`src/sv/sfp_pkg.sv`:
```
// Shared types, character constants and digit helpers for the status frame parser.
// No dependencies; imported by sfp_decode and status_frame_parser_top.
package sfp_pkg;

    localparam int C_KEEP = 5;

    localparam logic [7:0] C_END_CHAR = 8'h24;   // '$'
    localparam logic [7:0] C_HEAD_C   = 8'h43;   // 'C'
    localparam logic [7:0] C_HEAD_U   = 8'h55;   // 'U'
    localparam logic [7:0] C_HEAD_V   = 8'h56;   // 'V'

    localparam logic [2:0] C_LEN_MAX  = 3'd7;
    localparam logic [2:0] C_LEN_CU   = 3'd5;
    localparam logic [2:0] C_LEN_V    = 3'd4;

    typedef enum logic [1:0] {
        EV_NONE    = 2'd0,
        EV_PRESS   = 2'd1,
        EV_RELEASE = 2'd2
    } t_event;

    typedef struct packed {
        logic       ok;
        logic [3:0] val;
    } t_digit;

    // Frame and sensor state carried from word to word.
    typedef struct packed {
        logic [C_KEEP-1:0][7:0] chars;
        logic [2:0]             len;
        logic [1:0]             flags;
        logic [13:0]            volt;
        logic                   ver;
        logic [7:0]             key;
        logic                   press;
    } t_state;

    typedef struct packed {
        logic        obstacle_one;
        logic        obstacle_two;
        logic [13:0] battery_mv;
        logic        version_seen;
        t_event      event_kind;
        logic [7:0]  key_code;
    } t_result;

    function automatic t_digit hex_digit(input logic [7:0] c);
        t_digit d;
        d.ok  = 1'b1;
        d.val = 4'd0;
        if (c >= 8'h30 && c <= 8'h39) begin
            d.val = 4'(c - 8'h30);
        end else if (c >= 8'h61 && c <= 8'h66) begin
            d.val = 4'(c - 8'h57);
        end else if (c >= 8'h41 && c <= 8'h46) begin
            d.val = 4'(c - 8'h37);
        end else begin
            d.ok = 1'b0;
        end
        return d;
    endfunction

    function automatic t_digit dec_digit(input logic [7:0] c);
        t_digit d;
        d.ok  = (c >= 8'h30 && c <= 8'h39);
        d.val = 4'(c - 8'h30);
        return d;
    endfunction

endpackage

```
`src/sv/sfp_decode.sv`:
```
// Single-pass frame logic: appends a character or decodes the finished frame.
// Depends on sfp_pkg.
module sfp_decode
    import sfp_pkg::*;
(
    input  logic [7:0] i_byte,
    input  t_state     i_state,
    output t_state     o_state,
    output t_result    o_result
);

    t_digit      f1, f2, k1, k2;
    t_digit      u1, u2, u3, u4;
    logic [7:0]  key;
    logic [13:0] volt;
    t_event      kind;
    logic [7:0]  code;

    always_comb begin
        f1 = hex_digit(i_state.chars[1]);
        f2 = hex_digit(i_state.chars[2]);
        k1 = hex_digit(i_state.chars[3]);
        k2 = hex_digit(i_state.chars[4]);
        u1 = dec_digit(i_state.chars[1]);
        u2 = dec_digit(i_state.chars[2]);
        u3 = dec_digit(i_state.chars[3]);
        u4 = dec_digit(i_state.chars[4]);
        key  = {k1.val, k2.val};
        volt = 14'(u1.val) * 14'd1000 + 14'(u2.val) * 14'd100
             + 14'(u3.val) * 14'd10 + 14'(u4.val);
    end

    always_comb begin
        o_state = i_state;
        kind    = EV_NONE;
        code    = 8'd0;
        if (i_byte == C_END_CHAR) begin
            if (i_state.len == C_LEN_CU && i_state.chars[0] == C_HEAD_C) begin
                if (f1.ok && f2.ok) begin
                    o_state.flags = {(f2.val == 4'd0), (f1.val == 4'd0)};
                end
                if (k1.ok && k2.ok) begin
                    if (key == 8'd0) begin
                        if (i_state.key != 8'd0) begin
                            kind = EV_RELEASE;
                        end
                        o_state.press = 1'b0;
                        o_state.key   = 8'd0;
                    end else if (key != i_state.key) begin
                        // only the first press until a zero key is reported
                        if (!i_state.press) begin
                            kind          = EV_PRESS;
                            code          = key;
                            o_state.press = 1'b1;
                        end
                        o_state.key = key;
                    end
                end
            end else if (i_state.len == C_LEN_CU && i_state.chars[0] == C_HEAD_U) begin
                if (u1.ok && u2.ok && u3.ok && u4.ok) begin
                    o_state.volt = volt;
                end
            end else if (i_state.len == C_LEN_V && i_state.chars[0] == C_HEAD_V) begin
                o_state.ver = 1'b1;
            end
            o_state.len = 3'd0;
        end else begin
            for (int i = 0; i < C_KEEP; i++) begin
                if (i_state.len == 3'(i)) begin
                    o_state.chars[i] = i_byte;
                end
            end
            if (i_state.len != C_LEN_MAX) begin
                o_state.len = i_state.len + 3'd1;
            end
        end
    end

    always_comb begin
        o_result.obstacle_one = o_state.flags[0];
        o_result.obstacle_two = o_state.flags[1];
        o_result.battery_mv   = o_state.volt;
        o_result.version_seen = o_state.ver;
        o_result.event_kind   = kind;
        o_result.key_code     = code;
    end

endmodule

```
`src/sv/status_frame_parser_top.sv`:
```
// Status frame parser top level: input word register, decode, result register.
// A result word passes the input register, then the result register, and is
// held there while the output stalls. Throughput: one byte per cycle unless
// the output stalls; the decode is a single combinational pass.
// Reset (synchronous, active low) clears both valid flags and all decoded
// state; the five kept frame characters are not reset and need no clearing.
// Depends on sfp_pkg and sfp_decode.
module status_frame_parser_top
    import sfp_pkg::*;
(
    input  logic        i_clk,
    input  logic        i_rst_n,
    input  logic        i_in_valid,
    output logic        o_in_stall,
    input  logic [7:0]  i_rx_byte,
    output logic        o_out_valid,
    input  logic        i_out_stall,
    output logic        o_obstacle_one,
    output logic        o_obstacle_two,
    output logic [13:0] o_battery_mv,
    output logic        o_version_seen,
    output logic [1:0]  o_event_kind,
    output logic [7:0]  o_key_code
);

    logic       r_in_valid;
    logic [7:0] r_in_byte;
    logic       r_out_valid;
    t_result    r_result;
    t_state     r_state;
    t_state     n_state;
    t_result    n_result;
    logic       out_free;
    logic       advance;
    logic       take_in;

    assign out_free = !r_out_valid || !i_out_stall;
    assign advance  = r_in_valid && out_free;
    assign take_in  = i_in_valid && !o_in_stall;
    assign o_in_stall = r_in_valid && !out_free;

    sfp_decode u_decode (
        .i_byte   (r_in_byte),
        .i_state  (r_state),
        .o_state  (n_state),
        .o_result (n_result)
    );

    always_ff @(posedge i_clk) begin
        if (!i_rst_n) begin
            r_in_valid  <= 1'b0;
            r_out_valid <= 1'b0;
        end else begin
            if (!r_in_valid || out_free) begin
                r_in_valid <= i_in_valid;
            end
            if (out_free) begin
                r_out_valid <= r_in_valid;
            end
        end
    end

    always_ff @(posedge i_clk) begin
        if (take_in) begin
            r_in_byte <= i_rx_byte;
        end
        if (advance) begin
            r_result      <= n_result;
            r_state.chars <= n_state.chars;
        end
        if (!i_rst_n) begin
            r_state.len   <= 3'd0;
            r_state.flags <= 2'd0;
            r_state.volt  <= 14'd0;
            r_state.ver   <= 1'b0;
            r_state.key   <= 8'd0;
            r_state.press <= 1'b0;
        end else if (advance) begin
            r_state.len   <= n_state.len;
            r_state.flags <= n_state.flags;
            r_state.volt  <= n_state.volt;
            r_state.ver   <= n_state.ver;
            r_state.key   <= n_state.key;
            r_state.press <= n_state.press;
        end
    end

    assign o_out_valid    = r_out_valid;
    assign o_obstacle_one = r_result.obstacle_one;
    assign o_obstacle_two = r_result.obstacle_two;
    assign o_battery_mv   = r_result.battery_mv;
    assign o_version_seen = r_result.version_seen;
    assign o_event_kind   = r_result.event_kind;
    assign o_key_code     = r_result.key_code;

endmodule
```
`config.mk`:
```
export PLATFORM = sky130hd
export DESIGN_NAME = status_frame_parser_top
export DESIGN_NICKNAME = d
export VERILOG_FILES = /design/src/sv/sfp_pkg.sv /design/src/sv/sfp_decode.sv /design/src/sv/status_frame_parser_top.sv
export SDC_FILE = /design/constraint.sdc
export NUM_CORES = 1
export LEC_CHECK = 0
export ABC_AREA = 1
export BUFFER_PORTS_ARGS = -buffer_cell sky130_fd_sc_hd__buf_2
export CORE_MARGIN = 2
export CORE_UTILIZATION = 40
export CTS_CLUSTER_DIAMETER = 30
export DETAILED_ROUTE_END_ITERATION = 10
export PLACE_DENSITY = 0.58
export RECOVER_POWER = 100
export SLEW_MARGIN = 20
export SYNTH_ARGS = -nofsm -noshare
export SYNTH_HDL_FRONTEND = slang
export SYNTH_SLANG_ARGS = --single-unit
```
`constraint.sdc`:
```
create_clock -name i_clk -period 12.91 [get_ports i_clk]
set_input_delay 1.291 -clock i_clk [delete_from_list [all_inputs] [get_ports i_clk]]
set_output_delay 1.291 -clock i_clk [all_outputs]
set_load 0.1 [all_outputs]
```
==> run summary <==
Die area: 18200 um2
DRT antenna net count: 0
Initial Utilization: 41.1%
Setup crit start kind: register
Cell area after synthesis: 6840 um2
Sequential fraction of the synthesis area: 42.0%
Gate Count Post-Synth: 763
Sink Count: 106
Initial antenna violation count: 0
Final Skew: 0.00911 ns
Flops & latches, synth: 106
RSZ-0062 raised after global routing: no
Buffers on Ports: 40
Final period util: 35.9%
Post-layout min period: 4.63 ns
First-pass GRT wire length: 23.2 mm
Hold crit path type: register to register
Height of the chip: 135 um
Max-Cap Viols: 0
Top-level I/O count: 41
Post-Syn Nets: 874
Filler instances: 1612
Total gr overflow: 0
Reg area: 2870 um2
Fin area: 7540 um2
Placed Area: 7280 um2
Max H-tree Level: 3
Crit Path Category: register to register
Fin. Hold Viols: 0
CP peak stage delay: 0.58 ns
Layout Area Growth over Synthesis: 10.3%
Fmax: 216 MHz
Slew headroom: 19.5%
Ys async rst share: 0%
Crit. End Element: register
DR vias/cell: 4.85
Req. time, crit path: 13.16 ns
Core box area: 16600 um2
HPWL Detailed: 10.7 mm
VDD IR max: 0.110 mV
Crit-path cells: inv_1 -> ha_1 -> fa_1 -> fa_1 -> fa_1 -> ha_1 -> ha_1 -> nand2_1 -> nor2_1 -> nor4_1 -> nor2_1 -> nor2_1 -> nand2_1 -> nand3_1 -> o21ai_0 -> o21ai_0 -> inv_1
Final Max Slew Viols: 0
Row cnt: 47
Initial DRC Count: 332
GRT Overall Usage: 16.3%
GPL Wtd Cong: 0.811
Area of the multi-input gates: 3410 um2
Worst path bufs/invs: 2
Clk buf depth: 2
First-pass DRT Iterations: 5
Count of final setup violators: 0
Cts bufs inserted: 9
Most common cell after layout, fill and taps aside: nand2_1
Worst slew pin tran: 1.21 ns
Drt drc: 0
Hold Buf Count CTS: 0
Die extent in x: 135 um
Top Family by Delay on Critical Path: adder cells
Number of synthesized flops with an enable pin: 75
Total Wirelength: 14.1 mm
Clock transition at the registers of the reported paths: 0.08 ns
Most used DFF post-synth: edfxtp_1
Status: finished clean
Data arrival time of the worst path: 4.88 ns
Worst-Skew Late Latency: 0.36 ns
Critical path's slowest cell: edfxtp_1
CTS Root Cell: clkbuf_16
Synth unique cells: 44
Nets: 918
CTS tree: built
Layout cells sized above 1: 7.02%
Pin count of the biggest net entering global routing: 28
Leakage power: 3.46 nW
Commonest cells after routing, fill and taps aside: nand2_1, inv_1, nor2_1
Vias in the first global route: 4621
Diodes inserted: 0
Power per cell area: 107 nW/um2
Post-CTS Setup Bufs: 0
Synthesized area per cell: 8.96 um2
Synth warn: 0
Setup TNS: 0 ns
Post-cts sizing count: 0
Worst hold slack: 0.477 ns
Worst-path fanout max: 9
Via count: 5005
Drt wl/cell: 13.7 um
## report_power, final
| group | switching (mW) | leakage (nW) | internal, mW | total, mW |
|---|---|---|---|---|
| sequential | 0.00806 | 0.955 | 0.377 | 0.385 |
| combinational | 0.0824 | 2.35 | 0.0320 | 0.114 |
| clock | 0.133 | 0.160 | 0.174 | 0.307 |
## logic make-up after synthesis
family          synth area share [%]
compound gates                  7.37
simple gates                    21.0
flops                           42.0
xor+xnor                        1.92
buf+inv                         7.72
fa+ha+maj                       20.0
## per-stage QoR
stage / power (mW) / util (%) / setup slack (ns) / instances
after global placement: 0.509 / 43.7 / 8.29 / 1016
after detailed placement: 0.508 / 43.7 / 8.29 / 1016
final: 0.807 / 45.3 / 8.28 / 1032
after CTS: 0.817 / 45.7 / 8.26 / 1032
after floorplan: 0.483 / - / 8.65 / 763
after global routing: 0.841 / 45.3 / 7.88 / 1032
## final cells by class
class	instances	area share [%]
clock inverter	7	1.43
tap	220	3.65
multi-input combinational	520	45.2
inverter	129	6.42
clock buffer	9	2.99
sequential	106	38.1
timing repair buffer	41	2.21
## synthesized netlist by cell type (5+ instances only)
library cell / instances / area, um2
nand3_1: 41 / 205
nor2_1: 83 / 312
nor3_1: 9 / 45.0
o21ai_0: 37 / 185
nand2_1: 135 / 507
fa_1: 17 / 340
nor4_1: 5 / 31.3
xor2_1: 11 / 96.3
nand3_2: 9 / 90.1
dfxtp_1: 31 / 621
ha_1: 82 / 1030
inv_2: 9 / 33.8
nand2_2: 7 / 43.8
a21oi_1: 33 / 165
inv_1: 119 / 447
nand4_1: 10 / 62.6
edfxtp_1: 75 / 2250
## sequential cells by signal, indices dropped and copies added, names as in the netlist
signal / cells
o_battery_mv: 14
r_in_byte: 8
o_key_code: 8
r_in_valid: 1
o_obstacle_two: 1
o_event_kind: 2
o_obstacle_one: 1
o_version_seen: 1
o_out_valid: 1
r_state: 69
## metal layers
metal	GRT usage [%]	share of wire [%]
met1	23.2	50
met3	3.04	3.9
met5	0	0
met4	4.15	0.83
met2	25.6	45
## worst paths after layout
check,startpoint,end,slack (ns),depth (start not counted)
setup / recovery,r_state[39]$_DFFE_PP_,r_state[20]$_SDFFE_PN0P_,8.28,17
hold reg to reg,r_in_valid$_SDFFE_PN0N_,o_out_valid$_SDFFE_PN0P_,0.48,2
setup reg to reg,r_state[39]$_DFFE_PP_,r_state[20]$_SDFFE_PN0P_,8.28,17
hold / removal,r_in_valid$_SDFFE_PN0N_,o_out_valid$_SDFFE_PN0P_,0.48,2
## worst register-to-register path: stages (launching register included)
cell,delay (ns)
edfxtp_1,0.58
inv_1,0.23
ha_1,0.34
fa_1,0.51
fa_1,0.58
fa_1,0.41
ha_1,0.30
ha_1,0.36
nand2_1,0.12
nor2_1,0.07
nor4_1,0.36
nor2_1,0.10
nor2_1,0.10
nand2_1,0.06
nand3_1,0.07
o21ai_0,0.10
o21ai_0,0.17
inv_1,0.06
Power figures use the tool's default switching activity.
